$ cat src/hdl/assert_macros.svh
// Assertion helpers shared by the scanner modules.
`ifndef ASSERT_MACROS_SVH
`define ASSERT_MACROS_SVH

// Clocked check, off while reset is high.
`define ASSERT_DIS(label, clk, rst, prop, msg) \
   label: assert property (@(posedge clk) disable iff (rst) (prop)) else $error(msg);

// Clocked check that also holds during reset.
`define ASSERT_ALWAYS(label, clk, prop, msg) \
   label: assert property (@(posedge clk) (prop)) else $error(msg);

`endif

$ cat src/hdl/dts_pkg.sv
`timescale 1ns / 1ps
package dts_pkg;

   // Scanner states; a token state carries its kind code, save ST_AMP and ST_BAR.
   typedef enum logic [4:0] {
      ST_IDLE   = 5'd0,
      ST_INT    = 5'd2,
      ST_REAL   = 5'd3,
      ST_ADDOP  = 5'd4,
      ST_MULOP  = 5'd5,
      ST_ID     = 5'd6,
      ST_RELOP  = 5'd7,
      ST_ASSIGN = 5'd8,
      ST_LPAREN = 5'd9,
      ST_RPAREN = 5'd10,
      ST_SEMI   = 5'd11,
      ST_LBRACK = 5'd12,
      ST_RBRACK = 5'd13,
      ST_COMMA  = 5'd14,
      ST_AND    = 5'd15,
      ST_OR     = 5'd16,
      ST_AMP    = 5'd17,
      ST_BAR    = 5'd18
   } scan_state_type;

   localparam logic [4:0] KIND_ERROR   = 5'd0;
   localparam logic [4:0] KIND_EOF     = 5'd1;
   localparam int         KIND_KW_BASE = 17;

   localparam int QUEUE_DEPTH = 4;
   localparam int PTR_BITS    = $clog2(QUEUE_DEPTH);

   localparam logic [7:0] CHAR_HASH   = "#";
   localparam logic [7:0] CHAR_DOT    = ".";
   localparam logic [7:0] CHAR_AMP    = "&";
   localparam logic [7:0] CHAR_BAR    = "|";
   localparam logic [7:0] CHAR_PLUS   = "+";
   localparam logic [7:0] CHAR_MINUS  = "-";
   localparam logic [7:0] CHAR_STAR   = "*";
   localparam logic [7:0] CHAR_SLASH  = "/";
   localparam logic [7:0] CHAR_LT     = "<";
   localparam logic [7:0] CHAR_GT     = ">";
   localparam logic [7:0] CHAR_EQ     = "=";
   localparam logic [7:0] CHAR_LPAREN = "(";
   localparam logic [7:0] CHAR_RPAREN = ")";
   localparam logic [7:0] CHAR_SEMI   = ";";
   localparam logic [7:0] CHAR_LBRACK = "[";
   localparam logic [7:0] CHAR_RBRACK = "]";
   localparam logic [7:0] CHAR_COMMA  = ",";
   localparam logic [7:0] CHAR_SPACE  = " ";
   localparam logic [7:0] CHAR_TAB    = 8'h09;
   localparam logic [7:0] CHAR_CR     = 8'h0D;
   localparam logic [7:0] CHAR_NL     = 8'h0A;

   // Keyword spellings, first letter in the top byte, padded with spaces.
   localparam logic [39:0] KW_TEXT [16] = '{
      "int  ", "float", "while", "if   ", "then ", "else ", "void ", "begin",
      "end  ", "     ", "     ", "     ", "     ", "     ", "     ", "     "
   };
   localparam logic [2:0] KW_LEN [16] = '{
      3'd3, 3'd5, 3'd5, 3'd2, 3'd4, 3'd4, 3'd4, 3'd5,
      3'd3, 3'd0, 3'd0, 3'd0, 3'd0, 3'd0, 3'd0, 3'd0
   };

   typedef struct packed {
      logic [4:0]  token_kind;
      logic [15:0] line_number;
      logic [7:0]  lexeme_length;
      logic        last_result;
   } result_type;

   // Tokens produced by one input byte, oldest in first.
   typedef struct packed {
      logic [1:0] count;
      result_type first;
      result_type second;
   } step_out_type;

   function automatic logic is_digit(input logic [7:0] c);
      return (c >= "0") && (c <= "9");
   endfunction

   function automatic logic is_letter(input logic [7:0] c);
      return ((c >= "a") && (c <= "z")) || ((c >= "A") && (c <= "Z"));
   endfunction

   function automatic logic is_blank(input logic [7:0] c);
      return (c == CHAR_SPACE) || ((c >= CHAR_TAB) && (c <= CHAR_CR));
   endfunction

   function automatic logic [7:0] kw_char(input logic [3:0] idx, input logic [2:0] pos);
      logic [7:0] ch;
      case (pos)
         3'd0: ch = KW_TEXT[idx][39:32];
         3'd1: ch = KW_TEXT[idx][31:24];
         3'd2: ch = KW_TEXT[idx][23:16];
         3'd3: ch = KW_TEXT[idx][15:8];
         3'd4: ch = KW_TEXT[idx][7:0];
         default: ch = 8'h00;
      endcase
      return ch;
   endfunction

   function automatic result_type make_result(input logic [4:0] kind,
                                              input logic [15:0] line,
                                              input logic [7:0] len);
      result_type r;
      r.token_kind    = kind;
      r.line_number   = line;
      r.lexeme_length = len;
      r.last_result   = 1'b0;
      return r;
   endfunction

   // Transition of the automaton; ST_IDLE means the byte does not continue the token.
   function automatic scan_state_type next_scan(input scan_state_type s,
                                                input logic [7:0] c);
      scan_state_type n;
      n = ST_IDLE;
      case (s)
         ST_IDLE: begin
            if (is_digit(c)) n = ST_INT;
            else if (is_letter(c)) n = ST_ID;
            else begin
               case (c)
                  CHAR_PLUS, CHAR_MINUS: n = ST_ADDOP;
                  CHAR_STAR, CHAR_SLASH: n = ST_MULOP;
                  CHAR_LT, CHAR_GT:      n = ST_RELOP;
                  CHAR_EQ:               n = ST_ASSIGN;
                  CHAR_LPAREN:           n = ST_LPAREN;
                  CHAR_RPAREN:           n = ST_RPAREN;
                  CHAR_SEMI:             n = ST_SEMI;
                  CHAR_LBRACK:           n = ST_LBRACK;
                  CHAR_RBRACK:           n = ST_RBRACK;
                  CHAR_COMMA:            n = ST_COMMA;
                  CHAR_AMP:              n = ST_AMP;
                  CHAR_BAR:              n = ST_BAR;
                  default:               n = ST_IDLE;
               endcase
            end
         end
         ST_INT: begin
            if (is_digit(c)) n = ST_INT;
            else if (c == CHAR_DOT) n = ST_REAL;
         end
         ST_REAL: begin
            if (is_digit(c)) n = ST_REAL;
         end
         ST_ID: begin
            if (is_letter(c) || is_digit(c)) n = ST_ID;
         end
         ST_RELOP, ST_ASSIGN: begin
            if (c == CHAR_EQ) n = ST_RELOP;
         end
         ST_AMP: begin
            if (c == CHAR_AMP) n = ST_AND;
         end
         ST_BAR: begin
            if (c == CHAR_BAR) n = ST_OR;
         end
         default: n = ST_IDLE;
      endcase
      return n;
   endfunction

endpackage

$ cat src/hdl/dts_scan_core.sv
`timescale 1ns / 1ps
`include "assert_macros.svh"
module dts_scan_core #(
   parameter int KEYWORD_COUNT = 9,
   parameter int LENGTH_BITS   = 8,
   parameter int LINE_BITS     = 16
) (
   input  logic                 clock,
   input  logic                 reset,
   input  logic                 accept,
   input  logic [7:0]           char_byte,
   input  logic                 end_of_input,
   output dts_pkg::step_out_type step_out
);
   import dts_pkg::*;

   scan_state_type           state_ff, state_in;
   logic                     in_comment_ff, in_comment_in;
   logic [LINE_BITS-1:0]     line_ff, line_in;
   logic [LENGTH_BITS-1:0]   length_ff, length_in;
   logic [KEYWORD_COUNT-1:0] alive_ff, alive_in;

   scan_state_type           cont_state;
   scan_state_type           start_state;
   logic [KEYWORD_COUNT-1:0] keep_cont;
   logic [KEYWORD_COUNT-1:0] keep_start;
   logic [15:0]              line_sat;
   logic [7:0]               length_sat;
   logic [LINE_BITS-1:0]     line_next;
   logic [4:0]               finish_kind;
   logic                     is_newline;

   assign cont_state  = next_scan(state_ff, char_byte);
   assign start_state = next_scan(ST_IDLE, char_byte);
   assign is_newline  = (char_byte == CHAR_NL);
   assign line_next   = (line_ff != '1) ? line_ff + LINE_BITS'(1) : line_ff;

   assign line_sat   = ((LINE_BITS > 16) && ((line_ff >> 16) != '0)) ? 16'hFFFF
                                                                   : 16'(line_ff);
   assign length_sat = ((LENGTH_BITS > 8) && ((length_ff >> 8) != '0)) ? 8'hFF
                                                                      : 8'(length_ff);

   // Narrow the keyword candidates by the byte at the current position.
   always_comb begin
      for (int i = 0; i < KEYWORD_COUNT; i++) begin
         keep_cont[i]  = (length_ff < LENGTH_BITS'(KW_LEN[i])) &&
                         (kw_char(4'(i), length_ff[2:0]) == char_byte);
         keep_start[i] = (KW_LEN[i] != 3'd0) && (kw_char(4'(i), 3'd0) == char_byte);
      end
   end

   always_comb begin
      finish_kind = state_ff;
      if ((state_ff == ST_AMP) || (state_ff == ST_BAR)) finish_kind = KIND_ERROR;
      if (state_ff == ST_ID) begin
         for (int i = 0; i < KEYWORD_COUNT; i++) begin
            if (alive_ff[i] && (length_ff == LENGTH_BITS'(KW_LEN[i])))
               finish_kind = 5'(KIND_KW_BASE + i);
         end
      end
   end

   always_comb begin
      logic run_idle;
      state_in      = state_ff;
      in_comment_in = in_comment_ff;
      line_in       = line_ff;
      length_in     = length_ff;
      alive_in      = alive_ff;
      step_out      = '0;
      run_idle      = 1'b0;
      if (accept) begin
         if (end_of_input) begin
            if (state_ff != ST_IDLE) begin
               step_out.count  = 2'd2;
               step_out.first  = make_result(finish_kind, line_sat, length_sat);
               step_out.second = make_result(KIND_EOF, line_sat, 8'd0);
            end else begin
               step_out.count = 2'd1;
               step_out.first = make_result(KIND_EOF, line_sat, 8'd0);
            end
            state_in      = ST_IDLE;
            length_in     = '0;
            alive_in      = '1;
            in_comment_in = 1'b0;
         end else begin
            run_idle = 1'b1;
            if (state_ff != ST_IDLE) begin
               if (cont_state != ST_IDLE) begin
                  // extend the pending token
                  state_in  = cont_state;
                  alive_in  = alive_ff & keep_cont;
                  length_in = (length_ff != '1) ? length_ff + LENGTH_BITS'(1) : length_ff;
                  run_idle  = 1'b0;
               end else begin
                  // close the token, then rescan this byte as a fresh start
                  step_out.count = 2'd1;
                  step_out.first = make_result(finish_kind, line_sat, length_sat);
                  state_in       = ST_IDLE;
                  length_in      = '0;
                  alive_in       = '1;
               end
            end
            if (run_idle) begin
               if (in_comment_ff) begin
                  if (is_newline) begin
                     line_in       = line_next;
                     in_comment_in = 1'b0;
                  end
               end else if (char_byte == CHAR_HASH) begin
                  in_comment_in = 1'b1;
               end else if (is_blank(char_byte)) begin
                  if (is_newline) line_in = line_next;
               end else if (start_state == ST_IDLE) begin
                  // bad byte: consume it as a one-byte error token
                  if (step_out.count == 2'd1) begin
                     step_out.count  = 2'd2;
                     step_out.second = make_result(KIND_ERROR, line_sat, 8'd1);
                  end else begin
                     step_out.count = 2'd1;
                     step_out.first = make_result(KIND_ERROR, line_sat, 8'd1);
                  end
               end else begin
                  state_in  = start_state;
                  length_in = LENGTH_BITS'(1);
                  alive_in  = keep_start;
               end
            end
         end
         if (step_out.count == 2'd1) step_out.first.last_result = 1'b1;
         if (step_out.count == 2'd2) step_out.second.last_result = 1'b1;
      end
   end

   always_ff @(posedge clock) begin
      if (reset) begin
         state_ff      <= ST_IDLE;
         in_comment_ff <= 1'b0;
         line_ff       <= LINE_BITS'(1);
         length_ff     <= '0;
         alive_ff      <= '1;
      end else begin
         state_ff      <= state_in;
         in_comment_ff <= in_comment_in;
         line_ff       <= line_in;
         length_ff     <= length_in;
         alive_ff      <= alive_in;
      end
   end

   `ASSERT_DIS(a_eoi_clears, clock, reset, (accept && end_of_input) |=> ((state_ff == ST_IDLE) && !in_comment_ff && (length_ff == '0) && (alive_ff == '1)), "end of input left token state behind")
   `ASSERT_DIS(a_comment_idle, clock, reset, in_comment_ff |-> (state_ff == ST_IDLE), "token pending inside a comment")
   `ASSERT_DIS(a_line_nonzero, clock, reset, (line_ff != '0) && ((line_ff >= $past(line_ff)) || $past(reset)), "line counter moved backward")

endmodule

$ cat src/hdl/dts_result_queue.sv
`timescale 1ns / 1ps
`include "assert_macros.svh"
module dts_result_queue (
   input  logic                  clock,
   input  logic                  reset,
   input  dts_pkg::step_out_type push,
   output logic                  in_ready,
   output logic                  out_valid,
   input  logic                  out_ready,
   output dts_pkg::result_type   out_word
);
   import dts_pkg::*;

   localparam int CW = PTR_BITS + 1;

   result_type          entry_ff [QUEUE_DEPTH];
   logic [PTR_BITS-1:0] wr_ptr_ff, wr_ptr_in;
   logic [PTR_BITS-1:0] rd_ptr_ff, rd_ptr_in;
   logic [CW-1:0]       count_ff, count_in;
   logic                pop;

   assign pop       = out_valid && out_ready;
   assign out_valid = (count_ff != '0);
   assign out_word  = entry_ff[rd_ptr_ff];
   // room for the two words one input byte can produce
   assign in_ready  = (count_ff <= CW'(QUEUE_DEPTH - 2));

   assign wr_ptr_in = wr_ptr_ff + PTR_BITS'(push.count);
   assign rd_ptr_in = rd_ptr_ff + PTR_BITS'(pop);
   assign count_in  = count_ff + CW'(push.count) - CW'(pop);

   always_ff @(posedge clock) begin
      if (push.count != 2'd0) entry_ff[wr_ptr_ff] <= push.first;
      if (push.count == 2'd2) entry_ff[wr_ptr_ff + PTR_BITS'(1)] <= push.second;
   end

   always_ff @(posedge clock) begin
      if (reset) begin
         wr_ptr_ff <= '0;
         rd_ptr_ff <= '0;
         count_ff  <= '0;
      end else begin
         wr_ptr_ff <= wr_ptr_in;
         rd_ptr_ff <= rd_ptr_in;
         count_ff  <= count_in;
      end
   end

   `ASSERT_ALWAYS(a_no_overflow, clock, reset || (count_ff <= CW'(QUEUE_DEPTH)), "result queue overflow")
   `ASSERT_DIS(a_push_two, clock, reset, ((push.count == 2'd2) && !pop) |=> (count_ff == $past(count_ff) + CW'(2)), "double push lost a word")
   `ASSERT_DIS(a_ptr_gap, clock, reset, (PTR_BITS'(wr_ptr_ff - rd_ptr_ff) == PTR_BITS'(count_ff)), "queue pointers disagree with fill count")

endmodule

$ cat src/hdl/dfa_token_scanner.sv
`timescale 1ns / 1ps
// A token word is written to the result queue as the byte that ends it is accepted.
// Throughput: one byte per cycle while req_tready is high; the four-word result queue
// drains one token per cycle while rsp is ready. req stalls once the queue holds three or
// more words, even with rsp always ready, and resumes when it is back down to two.
// Reset: synchronous, active high; scanner idle, line counter at one, queue empty.
module dfa_token_scanner #(
   parameter int KEYWORD_COUNT = 9,
   parameter int LENGTH_BITS   = 8,
   parameter int LINE_BITS     = 16
) (
   input  logic        clock,
   input  logic        reset,
   input  logic        req_tvalid,
   output logic        req_tready,
   input  logic [7:0]  req_tdata,   // [7:0] char_byte
   input  logic        req_tlast,   // end_of_input
   output logic        rsp_tvalid,
   input  logic        rsp_tready,
   output logic [31:0] rsp_tdata,   // [4:0] token_kind, [20:5] line_number,
                                    // [28:21] lexeme_length, [31:29] zero
   output logic        rsp_tlast    // last_result
);
   import dts_pkg::*;

   step_out_type step_out;
   result_type   head;
   logic         accept;

   assign accept = req_tvalid && req_tready;

   dts_scan_core #(
      .KEYWORD_COUNT (KEYWORD_COUNT),
      .LENGTH_BITS   (LENGTH_BITS),
      .LINE_BITS     (LINE_BITS)
   ) u_core (
      .clock        (clock),
      .reset        (reset),
      .accept       (accept),
      .char_byte    (req_tdata),
      .end_of_input (req_tlast),
      .step_out     (step_out)
   );

   dts_result_queue u_queue (
      .clock     (clock),
      .reset     (reset),
      .push      (step_out),
      .in_ready  (req_tready),
      .out_valid (rsp_tvalid),
      .out_ready (rsp_tready),
      .out_word  (head)
   );

   assign rsp_tdata = {3'b000, head.lexeme_length, head.line_number, head.token_kind};
   assign rsp_tlast = head.last_result;

endmodule
$ cat config.mk
export PLATFORM = sky130hd
export DESIGN_NAME = dfa_token_scanner
export DESIGN_NICKNAME = d
export VERILOG_FILES = /design/src/hdl/dts_pkg.sv /design/src/hdl/dts_scan_core.sv /design/src/hdl/dts_result_queue.sv /design/src/hdl/dfa_token_scanner.sv
export VERILOG_INCLUDE_DIRS = /design/src /design/src/hdl
export SDC_FILE = /design/constraint.sdc
export NUM_CORES = 1
export LEC_CHECK = 0
export BUFFER_PORTS_ARGS = -buffer_cell sky130_fd_sc_hd__buf_2
export CORE_MARGIN = 3
export CORE_UTILIZATION = 55
export CTS_CLUSTER_DIAMETER = 120
export DETAILED_ROUTE_END_ITERATION = 16
export GPL_TIMING_DRIVEN = 1
export HOLD_SLACK_MARGIN = 0.12
export PLACE_DENSITY = 0.69
export SYNTH_ARGS = -nofsm -noshare
export SYNTH_HDL_FRONTEND = slang
export SYNTH_HIERARCHICAL = 1
export SYNTH_SLANG_ARGS = --single-unit
$ cat constraint.sdc
create_clock -name clock -period 8.25 [get_ports clock]
set_clock_uncertainty 0.05 [all_clocks]
set_input_delay 1.65 -clock clock [delete_from_list [all_inputs] [get_ports clock]]
set_output_delay 1.65 -clock clock [all_outputs]
set_load 0.02 [all_outputs]
==> impl_metrics.json, run 1 <==
{
  "grt_pass1_vias": 7316,
  "cp_max_fo": 32,
  "grt_first_pass_wirelength_mm": 40.48,
  "synth_top_cell_by_area": "edfxtp_1",
  "syn_area_um2": 10670,
  "h-tree-depth": 4,
  "max_freq_mhz": 164.1,
  "place.detailed.hpwl_mm": 16.86,
  "die_w_um": 145.3,
  "ys_seq_area_share_pct": 42.41,
  "grt_overflow_total": 0,
  "required_ns": 8.24,
  "worst_ep_arrival_time_ns": 6.09,
  "dr.pass1.iters": 5,
  "status": "finished, final reports clean",
  "tns_ns": 0,
  "pwr-share-seq_pct": 42.2,
  "gp_congestion": 0.9306,
  "maxSlewHeadroom_pct": 25.29,
  "ys_top_cells_by_count": "edfxtp_1 (120), mux2_2 (88), nor2_1 (71), nand2_1 (49), dfxtp_1 (46)",
  "clk_pin_slew_ns": 0.06,
  "post_dp_cell_area_um2": 10880,
  "p_leak_nw": 4.149,
  "worstMarginPinSlew_ns": 1.116,
  "synth_seq_cells": 166,
  "layout_min_cycle_time_ns": 6.095,
  "final_design_area_no_fill_um2": 11470,
  "clockRootBuffer": "clkbuf_16",
  "synth-edff-count": 120,
  "die_h_um": 145.3,
  "cts.sinks": 166,
  "synth_warnings": 6,
  "ant_nets": 0,
  "drt-initial-drc-count": 675,
  "diodes": 0,
  "drc_errors": 0,
  "swShare_pct": 30.91,
  "final_nets": 985,
  "async_reset_ff_share_pct": 0,
  "cts_resized": 0,
  "synth.area.top_cells": "edfxtp_1 (34%), mux2_2 (9.3%), dfxtp_1 (8.6%)",
  "routed_wl_mm": 25.60,
  "p_int_mw": 1.686,
  "io_buffers": 44,
  "power.density_nw_per_um2": 212.7,
  "rsz0062_at_grt": "no",
  "rows": 50,
  "core_region_area_um2": 18890,
  "yosysMostFrequentCell": "edfxtp_1",
  "cp-start-kind": "input pin",
  "antenna_found_initial": 0,
  "drive_above_1_share_pct": 23.92,
  "avgSynthCellArea_um2": 11.09,
  "crit_type": "in -> reg",
  "ys_types": 89,
  "syn_inst": 962,
  "finalSetupViolCount": 0,
  "whs_ns": 0.4214,
  "grt_start_max_net_pins": 35,
  "crit_path_end_kind": "register",
  "pwr-share-clk_pct": 32.0,
  "vias": 7647,
  "clock_latency_ns": 0.43,
  "post-cts-setup-buffers": 0,
  "ys.flop_type": "edfxtp_1",
  "netlist.area_leader.share_pct": 33.78,
  "area_growth_pct": 7.553,
  "vias_per_cell": 6.197,
  "die-area_um2": 21100,
  "finalCritPeriodShare_pct": 73.88,
  "grt_usage_pct": 24.06,
  "holdBufCountCts": 0,
  "final-max-slew-violation-count": 0,
  "io_pins": 48,
  "power_frac_comb_pct": 25.8,
  "numCtsBuffers": 17,
  "maxCapViolations": 0,
  "wl_per_cell_um": 20.74,
  "cts_tree": "done",
  "ir_drop_v": 0.0001536,
  "clockBufferDepth": 2,
  "p_sw_mw": 0.7544,
  "start_util_pct": 56.46,
  "min_path_type": "reg -> reg",
  "hold_viol": 0
}
==> worst paths after layout <==
| kind | start | endpoint | slack [ns] | depth (start not counted) |
|---|---|---|---|---|
| worst min register to register | u_core/alive_ff[3]$_SDFFE_PP1P_ | u_core/alive_ff[3]$_SDFFE_PP1P_ | 0.42 | 2 |
| worst max-delay path | req_tdata[2] | u_queue/entry_ff[2][0]$_DFFE_PP_ | 2.15 | 13 |
| worst min-delay path | u_core/alive_ff[3]$_SDFFE_PP1P_ | u_core/alive_ff[3]$_SDFFE_PP1P_ | 0.42 | 2 |
| worst max register to register | u_core/state_ff[1]$_SDFFE_PP0P_ | u_queue/entry_ff[2][0]$_DFFE_PP_ | 3.21 | 12 |
==> cells in the final DEF (no fill, tap or decap), types with 6 or more instances in the layout <==
| cell | n |
|---|---|
| mux4_2 | 30 |
| nor3_1 | 25 |
| xnor2_1 | 31 |
| inv_1 | 21 |
| a31oi_1 | 9 |
| nor2_1 | 69 |
| o21ai_0 | 30 |
| mux2i_1 | 6 |
| clkbuf_16 | 20 |
| nand4_1 | 12 |
| xor2_1 | 13 |
| nand3_1 | 15 |
| nor2b_1 | 16 |
| and4_1 | 6 |
| mux2_1 | 35 |
| nand2_1 | 49 |
| mux2_2 | 88 |
| nor4b_1 | 8 |
| and3_1 | 13 |
| buf_4 | 8 |
| buf_2 | 44 |
| nor4_1 | 9 |
| o22ai_1 | 8 |
| conb_1 | 14 |
| edfxtp_1 | 120 |
| a21oi_1 | 33 |
| and2_1 | 38 |
| ha_1 | 10 |
| a32oi_1 | 7 |
| o211ai_1 | 7 |
| dfxtp_1 | 45 |
| nand2b_1 | 15 |
==> power by group through the flow <==
| stage | Sequential [mW] | Combinational (mW) | Clock [mW] |
|---|---|---|---|
| 4_1_cts | 1.03 | 0.633 | 0.789 |
| 5_1_grt | 1.04 | 0.676 | 0.824 |
| 2_1_floorplan | 1.02 | 0.487 | 0 |
| 3_3_place_gp | 1.05 | 0.630 | 0 |
| 6_report | 1.03 | 0.629 | 0.782 |
| 3_5_place_dp | 1.05 | 0.631 | 0 |
==> worst max-delay path: stages <==
cell and delay [ns]:
buf_2 0.49, nand2_1 0.14, nor3b_1 0.17, o21ai_0 0.35, nand2_1 0.22, nor2_1 0.58
ha_1 0.35, mux2_2 0.25, o22ai_1 0.23, nor2_1 0.22, and4bb_1 0.45, buf_4 0.43
o21bai_4 0.51
==> through the flow <==
stage                     power [mW]  cells  setup slack (ns)  util [%]
after global routing           2.540   1234             1.929     60.73
after floorplan                1.511    974             1.649         -
final                          2.441   1234             2.155     60.73
after CTS                      2.453   1234             2.287     60.73
after detailed placement       1.680   1202             1.856     57.61
after global placement         1.676   1202             1.928     57.61
==> cell type report <==
type,count,area [um^2]
inverters,21,78.83
clock buffers,22,509.2
well taps,260,325.3
multi-input cells,703,5674
clock inverters,10,80.08
flip-flops and latches,166,4526
fillers,1585,7420
repair buffers,52,280.3
==> logic make-up after synthesis <==
group	share of synthesized area, %
other cells	0.07040
mux	19.88
fa+ha+maj	1.361
flops	42.41
buf+inv	5.172
simple gates	17.26
xor+xnor	4.035
compound gates	9.806
==> layer usage <==
layer,vias up,track usage [%],share of wire [%]
met3,33,3.748,5.6
met1,3732,34.51,46
met2,266,38.09,47
li1,3616,-,-
met4,0,7.123,1.5
met5,-,0,0
==> sequential cells by signal (all words and copies together) (netlist names) <==
signal / cells
u_core/state_ff: 5
u_core/alive_ff: 9
u_queue/wr_ptr_ff: 2
u_queue/rd_ptr_ff: 2
u_queue/count_ff: 3
u_core/length_ff: 8
u_core/in_comment_ff: 1
u_core/line_ff: 16
u_queue/entry_ff: 120
No activity file was read; power rests on OpenSTA's default activity.
==> run 2, diff against run 1 <==
==> constraint.sdc (replaced) <==
create_clock -name clock -period 6 [get_ports clock]
set_clock_uncertainty 0.05 [all_clocks]
set_input_delay 1.2 -clock clock [delete_from_list [all_inputs] [get_ports clock]]
set_output_delay 1.2 -clock clock [all_outputs]
set_load 0.02 [all_outputs]
==> impl_metrics.json, run 2 (synthesis results as in run 1) <==
{
  "status": "finished, final reports clean",
  "cp_max_fo": 30,
  "top_register": "u_queue/entry_ff",
  "cts.sinks": 166,
  "tns_ns": 0,
  "clock_latency_ns": 0.42,
  "crit_family": "simple AND/OR/NAND/NOR gates",
  "wl_per_cell_um": 20.49,
  "p_leak_nw": 4.221,
  "grt_pass1_vias": 7343,
  "gp_congestion": 0.9118,
  "drt-initial-drc-count": 643,
  "crit_path_end_kind": "register",
  "post_dp_cell_area_um2": 10950,
  "maxSlewHeadroom_pct": 29.23,
  "final_nets": 992,
  "ant_nets": 0,
  "crit_type": "in -> reg",
  "clockRootBuffer": "clkbuf_16",
  "cts_tree": "done",
  "place_inst": 1209,
  "final_common_cell": "edfxtp_1",
  "finalCritPeriodShare_pct": 86.33,
  "core_region_area_um2": 18890,
  "routed_wl_mm": 25.43,
  "worst_ep_arrival_time_ns": 5.17,
  "p_total_mw": 3.517,
  "rsz0062_at_grt": "no",
  "maxCapViolations": 0,
  "dr.pass1.iters": 5,
  "worstMarginPinSlew_ns": 1.059,
  "place.detailed.hpwl_mm": 16.74,
  "die_w_um": 145.3,
  "antenna_found_initial": 1,
  "power.density_nw_per_um2": 302.7,
  "rows": 50,
  "diodes": 0,
  "cts_resized": 0,
  "final_cell_count_no_fill": 1241,
  "ir_drop_v": 0.0002048,
  "drive_above_1_share_pct": 24.57,
  "grt_overflow_total": 0,
  "min_path_type": "reg -> reg",
  "final_design_area_no_fill_um2": 11620,
  "h-tree-depth": 4,
  "crit_buf_inv": 1,
  "final-max-slew-violation-count": 0,
  "critPathSlowestCell": "o21bai_4",
  "numCtsBuffers": 17,
  "start_util_pct": 56.46,
  "clk_pin_slew_ns": 0.07,
  "post-cts-setup-buffers": 0,
  "grt_usage_pct": 23.85,
  "reg_top3": "u_queue/entry_ff: 120 flops, u_core/line_ff: 16 flops, u_core/alive_ff: 9 flops",
  "layout_min_cycle_time_ns": 5.180,
  "vias": 7695,
  "worstPathCellList": "buf_2 -> nor4bb_1 -> and4_1 -> o21ai_2 -> nand3_4 -> nor3_2 -> ha_1 -> mux2_2 -> o22ai_1 -> nor2_1 -> o21bai_1 -> o21bai_4",
  "cp-start-kind": "input pin",
  "max_freq_mhz": 193.1,
  "die_h_um": 145.3,
  "required_ns": 5.99,
  "grt_first_pass_wirelength_mm": 40.31,
  "largest_reg_flops": 120,
  "hold_viol": 0,
  "grt_start_max_net_pins": 32,
  "area_growth_pct": 8.902,
  "clockBufferDepth": 2,
  "finalSetupViolCount": 0,
  "vias_per_cell": 6.201,
  "final_cell_mix": "edfxtp_1 (120), mux2_2 (88), nor2_1 (69), nand2_1 (49), dfxtp_1 (45)",
  "io_pins": 48,
  "drc_errors": 0,
  "io_buffers": 44,
  "die-area_um2": 21100,
  "critical_path.max_stage_delay_ns": 0.88,
  "holdBufCountCts": 0
}
run 2: path summary, 6_finish.rpt:
path,from,end,slack (ns),cells past startpoint
setup / recovery,req_tdata[5],u_queue/entry_ff[2][26]$_DFFE_PP_,0.82,12
hold / removal,u_core/alive_ff[3]$_SDFFE_PP1P_,u_core/alive_ff[3]$_SDFFE_PP1P_,0.42,2
setup reg to reg,u_core/state_ff[4]$_SDFFE_PP0P_,u_queue/entry_ff[2][26]$_DFFE_PP_,1.39,11
hold reg to reg,u_core/alive_ff[3]$_SDFFE_PP1P_,u_core/alive_ff[3]$_SDFFE_PP1P_,0.42,2
run 2: cell type report:
cell class | count | area [um^2]
sequential | 166 | 4526
fill | 1581 | 7276
multi-input combinational | 703 | 5674
timing repair buffer | 59 | 345.3
inverter | 21 | 78.83
tap | 260 | 325.3
clock inverter | 15 | 242.7
clock buffer | 17 | 425.4
run 2: layer usage:
layer  share of wire, %  GRT usage [%]  vias up
li1                   -              -     3620
met4                2.0          8.072        2
met3                4.7          3.373       44
met1                 45          33.17     3760
met2                 48          38.68      269
met5              0.051              0        -
run 2: where the power goes:
part           switching [mW]  total, mW  internal (mW)
clock network           0.479       1.23          0.754
logic                   0.525      0.887          0.361
registers              0.0498       1.40           1.35
total                    1.05       3.52           2.46
run 2: tightest hold or removal path, cell delays in order, from the launching register on:
cell,delay (ns)
dfxtp_1,0.31
inv_1,0.05
a22oi_1,0.06
run 2: through the flow:
stage	hold WS [ns]	setup WS, ns	utilization [%]
final	0.4210	0.8202	61.49
after global routing	0.4542	0.5202	61.49
after CTS	0.4109	0.8486	61.49
after detailed placement	0.3982	0.4165	57.95
after global placement	0.4027	0.5029	57.95
after floorplan	0.3809	0.5918	-
==> run 3, diff against run 2 <==
--- a/config.mk
+++ b/config.mk
@@ -7,13 +7,15 @@
 export NUM_CORES = 1
 export LEC_CHECK = 0
 export BUFFER_PORTS_ARGS = -buffer_cell sky130_fd_sc_hd__buf_2
+export CELL_PAD_IN_SITES_DETAIL_PLACEMENT = 1
+export CELL_PAD_IN_SITES_GLOBAL_PLACEMENT = 2
 export CORE_MARGIN = 3
-export CORE_UTILIZATION = 55
+export CORE_UTILIZATION = 42
 export CTS_CLUSTER_DIAMETER = 120
 export DETAILED_ROUTE_END_ITERATION = 16
 export GPL_TIMING_DRIVEN = 1
 export HOLD_SLACK_MARGIN = 0.12
-export PLACE_DENSITY = 0.69
+export PLACE_DENSITY = 0.77
 export SYNTH_ARGS = -nofsm -noshare
 export SYNTH_HDL_FRONTEND = slang
 export SYNTH_HIERARCHICAL = 1
==> impl_metrics.json, run 3 (synthesis results as in run 1) <==
{
  "status": "finished, final reports clean",
  "power.density_nw_per_um2": 289.1,
  "grt_start_max_net_pins": 32,
  "final_cell_mix": "edfxtp_1 (120), mux2_2 (88), nor2_1 (69), nand2_1 (49), dfxtp_1 (45)",
  "drt-initial-drc-count": 513,
  "cp-start-kind": "input pin",
  "core_region_area_um2": 24600,
  "hold_viol": 0,
  "p_int_mw": 2.281,
  "h-tree-depth": 4,
  "numCtsBuffers": 17,
  "gp_congestion": 0.8256,
  "power_frac_comb_pct": 27.0,
  "drc_errors": 0,
  "ir_drop_v": 0.0001638,
  "wl_per_cell_um": 22.78,
  "crit_path_end_kind": "register",
  "finalSetupViolCount": 0,
  "top_register": "u_queue/entry_ff",
  "die-area_um2": 27350,
  "rsz0062_at_grt": "no",
  "grt_overflow_total": 0,
  "grt_usage_pct": 22.95,
  "cts_resized": 0,
  "worst_hold_path.num_cells": 2,
  "r2r_slack_ns": 1.52,
  "max_freq_mhz": 204.5,
  "maxCapViolations": 0,
  "swShare_pct": 33.05,
  "clk_pin_slew_ns": 0.06,
  "r2r_end": "u_queue/entry_ff[2][22]$_DFFE_PP_",
  "grt_first_pass_wirelength_mm": 47.87,
  "cp_max_fo": 19,
  "top_layer": "met4",
  "cts.sinks": 166,
  "clockBufferDepth": 2,
  "m1WireLength_mm": 14.42,
  "drive_above_1_share_pct": 25.78,
  "io_buffers": 44,
  "antenna_found_initial": 1,
  "ant_nets": 0,
  "layout_min_cycle_time_ns": 4.889,
  "min_path_type": "reg -> reg",
  "r2r_cells": 13,
  "pwr-share-seq_pct": 41.3,
  "die_h_um": 165.4,
  "area_growth_pct": 10.46,
  "r2r_start": "u_core/state_ff[4]$_SDFFE_PP0P_",
  "die_w_um": 165.4,
  "p_leak_nw": 4.266,
  "tns_ns": 0,
  "p_sw_mw": 1.126,
  "final_common_cell": "edfxtp_1",
  "clockRootBuffer": "clkbuf_16",
  "worst_ep_arrival_time_ns": 5.01,
  "grt_pass1_vias": 8006,
  "cts_tree": "done",
  "worstHoldStart": "u_core/alive_ff[3]$_SDFFE_PP1P_",
  "finalCritPeriodShare_pct": 81.49,
  "holdBufCountCts": 0,
  "clock_latency_ns": 0.43,
  "maxSlewHeadroom_pct": 18.64,
  "p_total_mw": 3.407,
  "worstMarginPinSlew_ns": 1.216,
  "largest_reg_flops": 120,
  "holdPathEnd": "u_core/alive_ff[3]$_SDFFE_PP1P_",
  "dr_wl_met2_mm": 14.09,
  "post-cts-setup-buffers": 0,
  "pwr-share-clk_pct": 31.7,
  "rows": 57,
  "vias_per_cell": 5.863,
  "diodes": 0,
  "place.detailed.hpwl_mm": 21.30,
  "dr.pass1.iters": 5,
  "reg_top3": "u_queue/entry_ff: 120 flops, u_core/line_ff: 16 flops, u_core/alive_ff: 9 flops",
  "final_nets": 1008,
  "routed_wl_mm": 30.09,
  "met3_length_mm": 1.230,
  "crit_type": "in -> reg",
  "final_core_util_pct": 47.89,
  "start_util_pct": 43.36,
  "required_ns": 6.12,
  "vias": 7745,
  "final-max-slew-violation-count": 0,
  "io_pins": 48
}
-- run 3: cell types whose count changed in the layout (fill, tap and decap cells not counted), sizes merged --
cell      delta
clkinvlp     +1
bufinv       -5
clkinv       +3
buf         +16
inv          +1
-- run 3: worst max path at each step --
stage	cells past startpoint	startpoint	slack, ns	endpoint
floorplan	12	req_tdata[4]	0.59	u_queue/entry_ff[2][0]$_DFFE_PP_
global placement	14	req_tdata[5]	0.76	u_queue/entry_ff[2][5]$_DFFE_PP_
detailed placement	14	req_tdata[4]	0.67	u_queue/entry_ff[2][20]$_DFFE_PP_
CTS	14	req_tdata[4]	1.14	u_queue/entry_ff[2][22]$_DFFE_PP_
global route	14	req_tdata[2]	0.89	u_queue/entry_ff[2][22]$_DFFE_PP_
finish	14	req_tdata[2]	1.11	u_queue/entry_ff[2][22]$_DFFE_PP_
-- run 3: final cells by class --
cell class | instances | area (um^2)
timing repair buffer | 75 | 515.5
sequential | 166 | 4526
inverter | 21 | 78.83
clock buffer | 17 | 425.4
tap | 324 | 405.4
clock inverter | 15 | 158.9
fill | 2670 | 12820
multi-input combinational | 703 | 5674
-- run 3: per-stage QoR --
| step | worst slack (ns) | instance area, um^2 | instances | hold slack [ns] |
|---|---|---|---|---|
| after floorplan | 0.5918 | 10710 | 974 | 0.3809 |
| after global placement | 0.7617 | 11200 | 1289 | 0.4024 |
| after detailed placement | 0.6706 | 11200 | 1289 | 0.4024 |
| after CTS | 1.139 | 11780 | 1321 | 0.4147 |
| after global routing | 0.8874 | 11780 | 1321 | 0.4572 |
| final | 1.111 | 11780 | 1321 | 0.4180 |
-- run 3: layer usage --
layer,global-route usage (%),vias up
met4,4.499,0
met5,0,-
met2,36.77,149
li1,-,3657
met1,33.13,3918
met3,3.667,21
-- run 3: worst max-delay path: stages --
cell      delay, ns
buf_2          0.33
o21ai_0        0.26
and4_1         0.28
o21ai_2        0.20
nand3_4        0.17
nor3_2         0.34
ha_1           0.29
mux2_2         0.26
o22ai_1        0.23
nor2_1         0.10
buf_4          0.17
and4bb_2       0.56
buf_4          0.27
mux2_1         0.35
-- run 3: power groups by stage --
stage / Combinational (mW) / Sequential (mW) / Clock (mW)
2_1_floorplan: 0.670 / 1.41 / 0
3_3_place_gp: 0.921 / 1.43 / 0
3_5_place_dp: 0.933 / 1.43 / 0
4_1_cts: 0.936 / 1.41 / 1.10
5_1_grt: 1.00 / 1.42 / 1.15
6_report: 0.919 / 1.41 / 1.08
